==> src/design/hrr_pkg.sv <==
package hrr_pkg;

  // Number of entries in the history ring.
  localparam int unsigned DEPTH = 64;
  localparam int unsigned AddrW = (DEPTH > 1) ? $clog2(DEPTH) : 1;
  localparam int unsigned EntryW = 16;
  localparam logic [AddrW-1:0] LastIdx = AddrW'(DEPTH - 1);

  typedef enum logic {
    CMD_TICK  = 1'b0,
    CMD_START = 1'b1
  } cmd_e;

  typedef enum logic {
    ACT_BACK = 1'b0,
    ACT_STOP = 1'b1
  } action_e;

  typedef enum logic [1:0] {
    MODE_REC  = 2'b01,
    MODE_PLAY = 2'b10
  } mode_e;

  typedef struct packed {
    logic       cmd;
    logic [7:0] speed_now;
    logic [7:0] steer_now;
  } in_req_t;

  typedef struct packed {
    logic       action;
    logic [7:0] speed_out;
    logic [7:0] steer_out;
  } out_rsp_t;

  // Access that the controller places on the history memory in one cycle.
  typedef struct packed {
    logic              we;
    logic              re;
    logic [AddrW-1:0]  waddr;
    logic [AddrW-1:0]  raddr;
    logic [EntryW-1:0] wdata;
  } mem_req_t;

endpackage

==> src/design/hrr_ram.sv <==
module hrr_ram #(
  parameter int unsigned Depth = 64,
  parameter int unsigned Width = 16,
  parameter int unsigned AddrW = (Depth > 1) ? $clog2(Depth) : 1
) (
  input  logic             clk_i,
  input  logic             we_i,
  input  logic [AddrW-1:0] waddr_i,
  input  logic [Width-1:0] wdata_i,
  input  logic             re_i,
  input  logic [AddrW-1:0] raddr_i,
  output logic [Width-1:0] rdata_o
);

  logic [Width-1:0] mem [Depth];
  logic [Width-1:0] rdata_q;

  always_ff @(posedge clk_i) begin
    if (we_i) begin
      mem[waddr_i] <= wdata_i;
    end
  end

  always_ff @(posedge clk_i) begin
    if (re_i) begin
      rdata_q <= mem[raddr_i];
    end
  end

  assign rdata_o = rdata_q;

endmodule

==> src/design/hrr_ctrl.sv <==
module hrr_ctrl import hrr_pkg::*; (
  input  logic     clk_i,
  input  logic     rst_ni,
  input  logic     step_i,
  input  in_req_t  req_i,
  output mem_req_t mem_o,
  output logic     stop_o
);

  mode_e            mode_q, mode_d;
  logic [AddrW-1:0] wr_idx_q, wr_idx_d;
  logic             wrapped_q, wrapped_d;
  logic [AddrW-1:0] rd_idx_q, rd_idx_d;
  logic             rd_live_q, rd_live_d;
  logic [AddrW-1:0] start_q, start_d;
  logic [AddrW-1:0] upper_q, upper_d;

  always_comb begin
    mode_d    = mode_q;
    wr_idx_d  = wr_idx_q;
    wrapped_d = wrapped_q;
    rd_idx_d  = rd_idx_q;
    rd_live_d = rd_live_q;
    start_d   = start_q;
    upper_d   = upper_q;
    mem_o     = '0;
    stop_o    = 1'b0;
    if (step_i) begin
      unique case (mode_q)
        MODE_REC: begin
          if (req_i.cmd == CMD_START) begin
            start_d   = wr_idx_q;
            rd_live_d = (wr_idx_q != '0);
            rd_idx_d  = wr_idx_q - AddrW'(1);
            mode_d    = MODE_PLAY;
          end else begin
            mem_o.we    = 1'b1;
            mem_o.waddr = wr_idx_q;
            mem_o.wdata = {req_i.speed_now, req_i.steer_now};
            if (wr_idx_q == LastIdx) begin
              wr_idx_d  = '0;
              wrapped_d = 1'b1;
            end else begin
              wr_idx_d = wr_idx_q + AddrW'(1);
            end
          end
        end
        MODE_PLAY: begin
          if (req_i.cmd == CMD_TICK) begin
            priority if (rd_live_q) begin
              // First phase: newest entry down to entry zero.
              mem_o.re    = 1'b1;
              mem_o.raddr = rd_idx_q;
              if (rd_idx_q == '0) begin
                rd_live_d = 1'b0;
              end else begin
                rd_idx_d = rd_idx_q - AddrW'(1);
              end
            end else if (wrapped_q && (upper_q > start_q)) begin
              // Second phase: top entry down to just above the start.
              mem_o.re    = 1'b1;
              mem_o.raddr = upper_q;
              upper_d     = upper_q - AddrW'(1);
            end else begin
              stop_o    = 1'b1;
              wr_idx_d  = '0;
              wrapped_d = 1'b0;
              upper_d   = LastIdx;
              mode_d    = MODE_REC;
            end
          end
        end
        default: begin
          mode_d = MODE_REC;
        end
      endcase
    end
  end

  always_ff @(posedge clk_i or negedge rst_ni) begin
    if (!rst_ni) begin
      mode_q    <= MODE_REC;
      wr_idx_q  <= '0;
      wrapped_q <= 1'b0;
      rd_idx_q  <= '0;
      rd_live_q <= 1'b0;
      start_q   <= '0;
      upper_q   <= LastIdx;
    end else begin
      mode_q    <= mode_d;
      wr_idx_q  <= wr_idx_d;
      wrapped_q <= wrapped_d;
      rd_idx_q  <= rd_idx_d;
      rd_live_q <= rd_live_d;
      start_q   <= start_d;
      upper_q   <= upper_d;
    end
  end

  a_no_rw_overlap: assert property (@(posedge clk_i) disable iff (!rst_ni)
    !(mem_o.we && mem_o.re))
    else $error("history memory read and written in one cycle");

  a_rec_no_read: assert property (@(posedge clk_i) disable iff (!rst_ni)
    (mode_q == MODE_REC) |-> !mem_o.re)
    else $error("history read while recording");

  a_rec_upper_top: assert property (@(posedge clk_i) disable iff (!rst_ni)
    (mode_q == MODE_REC) |-> (upper_q == LastIdx))
    else $error("wrapped-phase index not at top entry while recording");

  a_stop_back_to_rec: assert property (@(posedge clk_i) disable iff (!rst_ni)
    stop_o |=> (mode_q == MODE_REC) && (wr_idx_q == '0) && !wrapped_q)
    else $error("stop did not return to a cleared recording state");

endmodule

==> src/design/history_record_reverse_replay.sv <==
// Reverse-replay history ring.
//
// The input channel (in_valid_i / in_ready_o / in_req_i) carries one request
// per timer tick. While recording, a tick stores its speed and steering pair
// in a ring memory and gives no result; a start command arms replay. While
// replaying, each tick returns one stored pair, newest first, on the output
// channel (out_valid_o / out_ready_i / out_rsp_o), and the tick after the
// last pair returns a stop result and goes back to recording.
//
// A recording tick or a start command completes in the cycle it is accepted.
// A replay tick reads through the single read port of the history memory,
// whose read data is registered and then loaded into the output register.
// A stop result is loaded into the output register in the cycle it is
// accepted. The output register separates the two sides: a new request is
// taken in the same cycle the waiting result is taken by the receiver.
// While the receiver stalls with a result held, no request is accepted.
//
// Reset clears the mode, indices and wrap mark; the memory itself is not
// cleared, since replay only ever reads entries that were written.
module history_record_reverse_replay import hrr_pkg::*; (
  input  logic     clk_i,
  input  logic     rst_ni,
  input  logic     in_valid_i,
  output logic     in_ready_o,
  input  in_req_t  in_req_i,
  output logic     out_valid_o,
  input  logic     out_ready_i,
  output out_rsp_t out_rsp_o
);

  mem_req_t          mem_req;
  logic              stop;
  logic              step;
  logic [EntryW-1:0] rdata;

  logic     pend_q, pend_d;
  logic     out_valid_q, out_valid_d;
  out_rsp_t out_rsp_q, out_rsp_d;

  // Accept only when no read is in flight and the output register will be
  // free in the next cycle.
  assign in_ready_o = !pend_q && (!out_valid_q || out_ready_i);
  assign step       = in_valid_i && in_ready_o;

  hrr_ctrl u_ctrl (
    .clk_i  (clk_i),
    .rst_ni (rst_ni),
    .step_i (step),
    .req_i  (in_req_i),
    .mem_o  (mem_req),
    .stop_o (stop)
  );

  hrr_ram #(
    .Depth (DEPTH),
    .Width (EntryW)
  ) u_ram (
    .clk_i   (clk_i),
    .we_i    (mem_req.we),
    .waddr_i (mem_req.waddr),
    .wdata_i (mem_req.wdata),
    .re_i    (mem_req.re),
    .raddr_i (mem_req.raddr),
    .rdata_o (rdata)
  );

  always_comb begin
    pend_d      = mem_req.re;
    out_valid_d = out_valid_q;
    out_rsp_d   = out_rsp_q;
    if (out_valid_q && out_ready_i) begin
      out_valid_d = 1'b0;
    end
    priority if (pend_q) begin
      out_valid_d         = 1'b1;
      out_rsp_d.action    = ACT_BACK;
      out_rsp_d.speed_out = rdata[15:8];
      out_rsp_d.steer_out = rdata[7:0];
    end else if (stop) begin
      out_valid_d         = 1'b1;
      out_rsp_d.action    = ACT_STOP;
      out_rsp_d.speed_out = '0;
      out_rsp_d.steer_out = '0;
    end else begin
      out_rsp_d = out_rsp_q;
    end
  end

  always_ff @(posedge clk_i or negedge rst_ni) begin
    if (!rst_ni) begin
      pend_q      <= 1'b0;
      out_valid_q <= 1'b0;
    end else begin
      pend_q      <= pend_d;
      out_valid_q <= out_valid_d;
    end
  end

  always_ff @(posedge clk_i) begin
    out_rsp_q <= out_rsp_d;
  end

  assign out_valid_o = out_valid_q;
  assign out_rsp_o   = out_rsp_q;

  a_pend_slot_free: assert property (@(posedge clk_i) disable iff (!rst_ni)
    pend_q |-> !out_valid_q)
    else $error("read data returned while output register still full");

  a_pend_blocks_input: assert property (@(posedge clk_i) disable iff (!rst_ni)
    pend_q |-> !in_ready_o)
    else $error("request accepted while a read is in flight");

  a_read_fills_output: assert property (@(posedge clk_i) disable iff (!rst_ni)
    mem_req.re |=> ##1 out_valid_q)
    else $error("replay read did not produce a result");

endmodule
==> config.mk <==
export PLATFORM = sky130hd
export DESIGN_NAME = history_record_reverse_replay
export DESIGN_NICKNAME = d
export VERILOG_FILES = /design/src/design/hrr_pkg.sv /design/src/design/hrr_ram.sv /design/src/design/hrr_ctrl.sv /design/src/design/history_record_reverse_replay.sv
export SDC_FILE = /design/constraint.sdc
export NUM_CORES = 1
export LEC_CHECK = 0
export ABC_AREA = 1
export BUFFER_PORTS_ARGS = -buffer_cell sky130_fd_sc_hd__buf_2
export CAP_MARGIN = 20
export CORE_MARGIN = 2
export CORE_UTILIZATION = 39
export DETAILED_ROUTE_END_ITERATION = 12
export PLACE_DENSITY = 0.59
export SETUP_SLACK_MARGIN = 0.1
export SLEW_MARGIN = 20
export SYNTH_ARGS = -nofsm -noshare
export SYNTH_HDL_FRONTEND = slang
export SYNTH_HIERARCHICAL = 1
export SYNTH_SLANG_ARGS = --single-unit
==> constraint.sdc <==
create_clock -name clk_i -period 4.7 [get_ports clk_i]
set_input_delay 0.47 -clock clk_i [delete_from_list [all_inputs] [get_ports clk_i]]
set_output_delay 0.47 -clock clk_i [all_outputs]
set_load 0.01 [all_outputs]
; ---- Word level (Yosys, flattened, before mapping)
; Memory sizes are Yosys's and may differ from the RTL's. A register that Yosys moved wholly into a read port is not among the register bits.
; Index checks and enable logic that the tools add are counted.
[totals]
mem_bits_rw = 1024
ff_bits = 47
out_inout_bits = 19
inputBits = 21
mem_count = 1
[op_classes]
n_eq_ne = 11
muxes = 55
n_lt_le_gt_ge = 1
add_sub_neg = 4
n_bitwise = 2
reduce_logical = 19
[memory_table]
columns = name, depth, word_bits, rd, rd_ports_with_merged_regs, write_ports, line
row1 = u_ram.mem, 64, 16, 1, 1, 1, hrr_ram.sv:15  ; logic [Width-1:0] mem [Depth];
[op_table]
columns = op, count
row1 = 6-bit two-way mux, 16
row2 = 16-bit two-way mux, 4
row3 = 30-bit two-way mux, 1
row4 = 1-bit two-way mux, 25
row5 = 6-bit case mux with 2 select lines, 2
row6 = 6-bit by 1-bit subtractor with 6-bit output (second input constant), 3
row7 = 2-bit inequality test (second input constant), 6
row8 = 6-bit AND reduction, 2
row9 = 2-bit two-way mux, 4
row10 = 4-bit AND reduction, 2
row11 = 7-bit AND reduction, 1
row12 = 6-bit by 1-bit adder with 6-bit output (second input constant), 1
row13 = 6-bit == test (second input constant), 1
row14 = 6-bit > comparator, 1
row15 = 6-bit zero test, 1
row16 = 6-bit nonzero test, 1
row17 = 5-bit AND reduction, 1
row18 = 1-bit logical AND, 4
row19 = 2-bit by 1-bit inequality test with 1-bit output (second input constant), 2
row20 = 1-bit case mux with 2 select lines, 2
row21 = 2-bit case mux with 2 select lines, 1
row22 = 2-bit nonzero test, 2
row23 = 3-bit AND reduction, 1
row24 = 3-bit nonzero test, 1
row25 = other kinds (5), 7

; ---- Depth between registers and ports, before layout
; Gate-level depths: netlist of run 1.
[depth]
word_depth = 9
mapped_depth = 22
ltp_nobuf = 19

; ---- By module
; The synthesis of run 1 kept the hierarchy.
[modules_own_cells]
columns = mod, n_inst, cells_per_inst, area_each_um2, seq_area_each_um2
row1 = hrr_ram, 1, 3517, 42259.3, 31230.0
row2 = hrr_ctrl, 1, 322, 2153.3, 709.4
row3 = history_record_reverse_replay, 1, 65, 755.7, 550.5

; ---- Worst setup path before layout of run 1
; No wires, ideal clock.
[synth_path]
kind = input -> register
from = input out_ready_i
to = memory u_ram.mem[52][0], enable pin
path_buffers = 2
setup_time_ns = 0.431
slack_ns = 0.985
arrival_time_ns = 3.285
stages = 10
required_time_ns = 4.269
cell_sequence = inv_1 -> nand2_1 -> nand2_1 -> nor2_1 -> nand2_2 -> buf_2 -> nor2_1 -> clkbuf_1 -> inv_1 -> nor4_1
[synth_rtl]
columns = item, line
row1 = start: declaration, history_record_reverse_replay.sv:27  ; input logic out_ready_i,
row2 = end: declaration, hrr_ram.sv:15

==> results of run 1 <==
sequential cells by signal, summed over array words and instances (netlist names):
name              flops
out_valid_o           1
u_ctrl/start_q        6
u_ram/mem          1024
u_ctrl/wr_idx_q       6
u_ctrl/rd_live_q      1
u_ctrl/upper_q        6
u_ram/rdata_o        16
pend_q                1
u_ctrl/rd_idx_q       6
out_rsp_o            17
u_ctrl/mode_q         2
u_ctrl/wrapped_q      1
worst reg2reg max path: stages, from the launching register on:
cell and delay [ps]:
dfstp_2 570, ha_1 250, nand2_1 80, nor2_1 70, nand2_1 60, nand3_1 150, nand2_1 180, nand2_1 130
nand2_1 310, nor2_4 90, inv_4 550, buf_12 330, buf_4 320, nand3_1 120, nand2_1 130, nand2_1 140
nand3_1 300, nand3_1 150, nand2_1 120
cells by family after synthesis:
kind of cell             after synthesis  synth area share, %
AO/OA/AOI/OAI                         29                0.382
XOR/XNOR                               7                0.136
adder cells (fa/ha/maj)               10                0.277
buffers and inverters                330                 4.21
flip-flops                          1087                 71.9
AND/OR/NAND/NOR                     2441                 23.1
synth_stat cells, drive strengths merged:
cell type,n,area (µm²)
nand2,1410,5320
edfxtp,1056,31700
nand3,897,4500
buf,207,1420
nor2,107,429
inv,95,364
clkbuf,27,101
dfrtp,23,576
o21ai,22,125
nand4,17,106
ha,10,125
nor4,8,50.1
dfstp,7,184
a21oi,6,41.3
xor2,6,52.6
nor3,2,15.0
bufinv,1,17.5
dfxtp,1,20.0
o22ai,1,6.26
xnor2,1,8.76
layout by cell type (no fill, tap or decap), types with 3 or more instances in the layout:
master	n
inv_1	88
clkinv_1	31
xor2_1	6
edfxtp_1	1056
buf_4	109
nor2_1	79
a21oi_1	5
clkbuf_8	3
ha_1	10
nand2_1	1404
clkbuf_16	117
nand4_1	17
inv_2	4
nor2_4	21
clkbuf_1	29
dfrtp_1	23
bufinv_16	12
clkinv_2	12
nand3_1	895
nor4_2	8
o21ai_0	19
buf_12	21
clkinv_4	4
buf_2	39
dfstp_2	7
nor2_2	7
nand2_4	4
cell type report:
| class | count | area share (%) |
|---|---|---|
| Tap cell | 1512 | 3.71 |
| Multi-Input combinational cell | 2487 | 21.6 |
| Clock inverter | 63 | 1.19 |
| Clock buffer | 149 | 6.04 |
| Sequential cell | 1087 | 63.8 |
| Inverter | 96 | 0.786 |
| Timing Repair Buffer | 171 | 2.89 |
metal layers:
metal	wire [µm]	share of wire, %	up-vias	GRT usage (%)
met5	0	0	-	0
met4	3240	2.6	0	6.46
met3	10500	8.4	171	2.77
met2	56600	46	1327	32.3
met1	54000	43	14700	30.8
li1	-	-	13700	-
power groups by stage:
stage | clock network [mW] | registers, mW | logic [mW]
after CTS | 9.02 | 11.0 | 1.80
after global placement | 0 | 11.2 | 1.77
after floorplan | 0 | 11.2 | 1.14
after global routing | 9.41 | 11.1 | 1.98
after detailed placement | 0 | 11.2 | 1.79
final | 8.90 | 11.0 | 1.81
worst min-delay path by stage:
| stage | start | end | slack (ps) | cells after the start |
|---|---|---|---|---|
| after floorplan | rst_ni | out_valid_o$_DFFE_PN0P_ | 170 | 0 |
| after global placement | u_ctrl/wrapped_q$_DFFE_PN0P_ | u_ctrl/wrapped_q$_DFFE_PN0P_ | 470 | 2 |
| after detailed placement | u_ctrl/mode_q[0]$_DFFE_PN1P_ | u_ctrl/mode_q[0]$_DFFE_PN1P_ | 470 | 2 |
| after CTS | out_ready_i | out_valid_o$_DFFE_PN0P_ | 50 | 4 |
| after global routing | out_ready_i | out_valid_o$_DFFE_PN0P_ | 110 | 4 |
| final | out_ready_i | out_valid_o$_DFFE_PN0P_ | 100 | 4 |
==> flow_summary_export.csv, run 1 <==
group,metric,value,unit
run_status,status,"finished, final reports clean",
critical_path,crit_top_cell,"nand2_1",
timing,fin_crit_sh,88.9,%
place,dpl_cell_area,47200,µm²
power,power.switching,5.14,mW
power,irDropWorstVdd,0.278,mV
power,power_density,427,nW/µm²
floorplanning,die_width,344,µm
min_path,min_path_type,"input port to flop",
detailed_routing,via_count,29900,
cells_and_area,finalNetCount,3987,
timing,slew_violations,0,
yosys,synth_seq_area_share,71.9,%
cts,cts_made_buffers,113,
cells_and_area,post-route-util,44.4,%
cells_and_area,multi_input_area,11000,µm²
yosys,syn_inst,3904,
cells_and_area,fin_cells,5565,
timing,finalCriticalPeriod,4180,ps
cells_and_area,diodes,0,
floorplanning,die_h,344,µm
floorplanning,coreArea,115000,µm²
yosys,avgSynthCellArea,11.6,µm²
cts,cts.clk_slew.worst_paths,60,ps
critical_path,r2r-end,"u_ram/rdata_o[9]$_DFFE_PP_",
critical_path,crit_buf_inv,3,
global_route,antenna_found_initial,0,
critical_path,cp.arrival,4720,ps
detailed_routing,wl_per_cell,22.3,µm
cells_and_area,fillerInstances,10400,
detailed_routing,wl,124000,µm
critical_path,ff2ff_path_depth,18,
critical_path,critical-path-top-delay-family,"simple AND/OR/NAND/NOR gates",
critical_path,crit_slowest_cell,"dfstp_2",
cts,clockRootBuffer,"clkbuf_16",
critical_path,cp_cell_sequence,"ha_1 > nand2_1 > nor2_1 > nand2_1 > nand3_1 > nand2_1 > nand2_1 > nand2_1 > nor2_4 > inv_4 > buf_12 > buf_4 > nand3_1 > nand2_1 > nand2_1 > nand3_1 > nand3_1 > nand2_1",
power,p_int,16.6,mW
job,drv_cap,0,
cells_and_area,register_area,32500,µm²
timing,hold_viol_final,0,
critical_path,r2r-start,"u_ctrl/upper_q[5]$_DFFE_PN1P_",
power,p_leak,18.7,nW
place,gp_congestion,0.867,
timing,tns,0,ps
yosys,ys_ff_latch,1087,
detailed_routing,drc,0,
cts,postCtsSetupBuffers,0,
detailed_routing,via_per_inst,5.37,
power,swShare,23.6,%
timing,fin_ws,524,ps
detailed_routing,first_pass_iters,6,
critical_path,worstPathRequired,5250,ps
detailed_routing,ant_nets,0,
critical_path,cp_max_fo,49,
cts,cts_num_sinks,1087,
critical_path,setup.worst_path.end,"u_ram/rdata_o[9]$_DFFE_PP_",
cts,insertion_delay,690,ps
place,portBuffers,39,
timing,rsz0062_at_grt,"false",
place,placed_cells,5351,
cells_and_area,drive_gt1_share,9.50,%
yosys,syn_nets,3935,
critical_path,critPathLaunch,"u_ctrl/upper_q[5]$_DFFE_PN1P_",
critical_path,reg2reg_slack,520,ps
critical_path,critPathCaptureType,"flop",
floorplanning,rows,124,
timing,max_slew.worst_pin.slew,1080,ps
global_route,first_global_vias,27800,
place,hpwl,69600,µm
global_route,grt_usage,20.9,%
global_route,overflow,0,
global_route,grt_pass1_wl,185000,µm
cts,cts_tree,"yes",
cells_and_area,fin_area,50900,µm²
timing,holdWs,96.2,ps
timing,skew,19.0,ps
yosys,yosys_warnings,6,
cts,cts_max_path_buffers,3,
critical_path,slowest_delay,570,ps
critical_path,crit_type,"flop to flop",
cells_and_area,area.growth.synth_to_final,12.7,%
floorplanning,ios,40,
cts,cts_resized,0,
detailed_routing,drt_iter0_markers,3944,
cts,h-tree-depth,3,
floorplanning,dieArea,119000,µm²
power,p_clk_share,40.9,%
yosys,syn_area,45200,µm²
power,finalPower,21.8,mW
floorplanning,start_util,39.4,%
timing,relSlewSlack,27.4,%
yosys,synth_cell_type_count,37,
timing,setup_viol,0,
timing,max_freq,239,MHz
critical_path,worstSetupStartpointType,"flop",
place,dpl_worst_slack,491,ps
cts,cts_hold_buffers,1,
power,pwr-share-comb,8.3,%
power,pwr-share-seq,50.8,%
critical_path,crit_cells,18,
global_route,grt_max_degree,183,
(Power assumes the default switching activity.)
==> inputs of run 2 (changes only) <==
--- a/config.mk
+++ b/config.mk
@@ -5,11 +5,12 @@
 export SDC_FILE = /design/constraint.sdc
 export NUM_CORES = 1
 export LEC_CHECK = 0
-export ABC_AREA = 1
+export ABC_AREA = 0
 export BUFFER_PORTS_ARGS = -buffer_cell sky130_fd_sc_hd__buf_2
 export CAP_MARGIN = 20
 export CORE_MARGIN = 2
 export CORE_UTILIZATION = 39
+export CTS_CLUSTER_SIZE = 24
 export DETAILED_ROUTE_END_ITERATION = 12
 export PLACE_DENSITY = 0.59
 export SETUP_SLACK_MARGIN = 0.1
==> run 2 against run 1 <==
Net effect: flip-flop and latch count is the same; clock-buffer cell count shrank 14; global-route usage shrank 2.4 points; via count shrank 28%; total power shrank 4.6%; register-to-register slack lost 190 ps; first-iteration DRC count shrank 39%; hold slack gained 110 ps; sequential share of layout area grew 2.9 points; critical path depth shrank 4; critical path type unchanged; critical endpoint is now u_ram/rdata_o[1]$_DFFE_PP_; largest cell class unchanged.
==> flow_summary_export.csv, run 2 <==
group,metric,value,unit
yosys,syn_area,43000,µm²
detailed_routing,wl_per_cell,26.9,µm
timing,holdWs,207,ps
floorplanning,rows,121,
cells_and_area,area.growth.synth_to_final,13.3,%
detailed_routing,first_pass_iters,5,
place,gp_congestion,0.873,
global_route,grt_usage,18.5,%
detailed_routing,via_count,21500,
timing,finalCriticalPeriod,4370,ps
yosys,synth.most_common_cell,"edfxtp_1",
timing,setup_viol,0,
power,pwr-share-comb,8.3,%
floorplanning,die_h,336,µm
critical_path,reg2reg_slack,330,ps
global_route,grt_pass1_wl,152000,µm
yosys,synth_cell_type_count,80,
yosys,synth_edf_count,1056,
yosys,ys_ff_latch,1087,
detailed_routing,ant_nets,0,
yosys,syn_nets,2145,
cts,cts_made_buffers,106,
cts,cts_max_path_buffers,3,
timing,max_slew.worst_pin.slew,1090,ps
timing,slew_violations,0,
job,drv_cap,0,
power,irDropWorstVdd,0.295,mV
power,p_clk_share,37.9,%
cts,h-tree-depth,3,
min_path,holdPathStages,3,
timing,rsz0062_at_grt,"false",
place,hpwl,64100,µm
run_status,status,"finished, final reports clean",
yosys,synth_top_area_share,73.8,%
global_route,first_global_vias,21800,
floorplanning,ios,40,
detailed_routing,wl,103000,µm
critical_path,critPathCaptureType,"flop",
floorplanning,start_util,39.4,%
cells_and_area,largest_reg_flops,1024,
cells_and_area,top_register,"u_ram/mem",
cts,cts.clk_slew.worst_paths,60,ps
min_path,hold_end,"out_valid_o$_DFFE_PN0P_",
yosys,synth_area_leader_cell,"edfxtp_1",
cts,cts_tree,"yes",
timing,relSlewSlack,27.3,%
floorplanning,coreArea,109000,µm²
yosys,synth_common_cells,"edfxtp_1 (1056), mux4_2 (220), nor2_1 (93)",
yosys,synthTopCellsByArea,"edfxtp_1 (74%), mux4_2 (12%), mux2i_1 (2.0%)",
critical_path,worstSetupStartpointType,"flop",
cells_and_area,drive_gt1_share,26.2,%
critical_path,r2r-end,"u_ram/rdata_o[1]$_DFFE_PP_",
power,finalPower,20.8,mW
floorplanning,dieArea,113000,µm²
place,portBuffers,39,
cts,insertion_delay,690,ps
power,p_int,15.9,mW
power,swShare,23.3,%
cells_and_area,finalNetCount,2314,
power,power.switching,4.84,mW
timing,hold_viol_final,0,
cts,clockRootBuffer,"clkbuf_16",
cells_and_area,final_common_cell,"edfxtp_1",
yosys,syn_inst,2114,
power,pwr-share-seq,53.8,%
cts,cts_num_sinks,1087,
critical_path,worstPathRequired,5100,ps
global_route,overflow,0,
floorplanning,die_width,336,µm
detailed_routing,via_per_inst,5.59,
critical_path,crit_type,"flop to flop",
timing,max_freq,229,MHz
critical_path,cp_max_fo,33,
global_route,antenna_found_initial,4,
yosys,synth_seq_area_share,75.6,%
global_route,grt_max_degree,70,
yosys,synth_ff_type,"edfxtp_1",
min_path,min_path_type,"input port to flop",
critical_path,cp.arrival,4780,ps
yosys,yosys_warnings,6,
min_path,min-delay-start,"out_ready_i",
power,power_density,426,nW/µm²
detailed_routing,drc,0,
timing,skew,27.0,ps
critical_path,r2r-start,"u_ctrl/upper_q[3]$_DFFE_PN1P_",
yosys,avgSynthCellArea,20.3,µm²
critical_path,ff2ff_path_depth,14,
yosys,async_flop_share,2.76,%
timing,tns,0,ps
detailed_routing,drt_iter0_markers,2387,
power,p_leak,15.3,nW
timing,fin_crit_sh,93.0,%
cells_and_area,mostFrequentLayoutCells,"edfxtp_1 (1056), mux4_2 (220), buf_4 (132)",
==> run 2: changes by cell type in the layout (fill, tap and decap cells not counted), moves of 23 or more <==
cell | previous run | this run
a21oi_1 | 5 | 28
a22oi_1 | 0 | 39
buf_4 | 109 | 132
inv_1 | 88 | 14
mux2_2 | 0 | 30
mux2i_1 | 0 | 88
mux4_2 | 0 | 220
nand2_1 | 1404 | 71
nand3_1 | 895 | 33
nor2b_1 | 0 | 35
==> run 2: critical path, stage by stage, from the launching register on <==
cell      delay (ps)
dfstp_2          590
ha_1             260
nand4_1          140
o21ai_1          110
a31oi_2          170
and2_2           300
a22o_4           410
buf_12           310
buf_4            340
mux4_2           370
mux2i_1          350
a22oi_1          160
a31oi_1          310
buf_4            210
a311oi_1          50
==> run 2: stage by stage <==
stage / utilization [%] / setup slack, ps / area (µm²) / instances
finish: 44.6 / 329 / 48700 / 3836
global route: 44.6 / 153 / 48700 / 3834
CTS: 44.6 / 212 / 48700 / 3834
detailed placement: 41.7 / 176 / 45500 / 3650
global placement: 41.7 / 252 / 45500 / 3650
floorplan: - / 1070 / 43000 / 2114
==> run 2: layer usage <==
| layer | GRT usage [%] | up-vias | part of all wire [%] |
|---|---|---|---|
| li1 | - | 9076 | - |
| met1 | 25.6 | 11500 | 42 |
| met2 | 30.1 | 746 | 49 |
| met3 | 3.06 | 159 | 6.4 |
| met4 | 5.53 | 0 | 2.7 |
| met5 | 0 | - | 0 |
==> run 2: logic make-up after synthesis <==
family,share of synthesized area [%]
AO/OA/AOI/OAI,3.28
adder cells (fa/ha/maj),0.291
multiplexers,14.7
XOR/XNOR,0.0204
AND/OR/NAND/NOR,4.05
buffers and inverters,2.12
flip-flops,75.6
==> run 2: layout make-up <==
type / instances / area [µm²]
timing repair buffer: 187 / 1490
clock inverter: 48 / 377
clock buffer: 135 / 2790
inverter: 14 / 52.6
fill: 9190 / 60400
multi-input combinational: 887 / 9660
antenna: 2 / 5.00
tap: 1476 / 1850
sequential: 1087 / 32500
==> run 2: power by group through the flow <==
| stage | clock network (mW) | registers [mW] | logic (mW) |
|---|---|---|---|
| after floorplan | 0 | 11.3 | 1.12 |
| after global placement | 0 | 11.4 | 1.68 |
| after detailed placement | 0 | 11.4 | 1.72 |
| after CTS | 8.03 | 11.2 | 1.73 |
| after global routing | 8.39 | 11.2 | 1.87 |
| final | 7.86 | 11.2 | 1.72 |
==> run 2: how the worst max path moves through the flow <==
stage,start,to,slack (ps),depth (start not counted)
floorplan,pend_q$_DFF_PN0_,u_ram/mem[48][0]$_DFFE_PP_,1070,10
CTS,u_ctrl/upper_q[3]$_DFFE_PN1P_,u_ram/rdata_o[5]$_DFFE_PP_,210,12
detailed placement,out_ready_i,u_ram/rdata_o[5]$_DFFE_PP_,180,13
finish,u_ctrl/upper_q[3]$_DFFE_PN1P_,u_ram/rdata_o[1]$_DFFE_PP_,330,14
global route,u_ctrl/upper_q[3]$_DFFE_PN1P_,u_ram/rdata_o[1]$_DFFE_PP_,150,14
global placement,out_ready_i,u_ram/rdata_o[1]$_DFFE_PP_,250,15
==> run 2: what timing repair did <==
action,4_1_cts,5_1_grt
resized for setup,0,2
buffers inserted,0,0
setup endpoints to repair,0,5
hold buffers,1,0
endpoints found under the hold margin,23,0
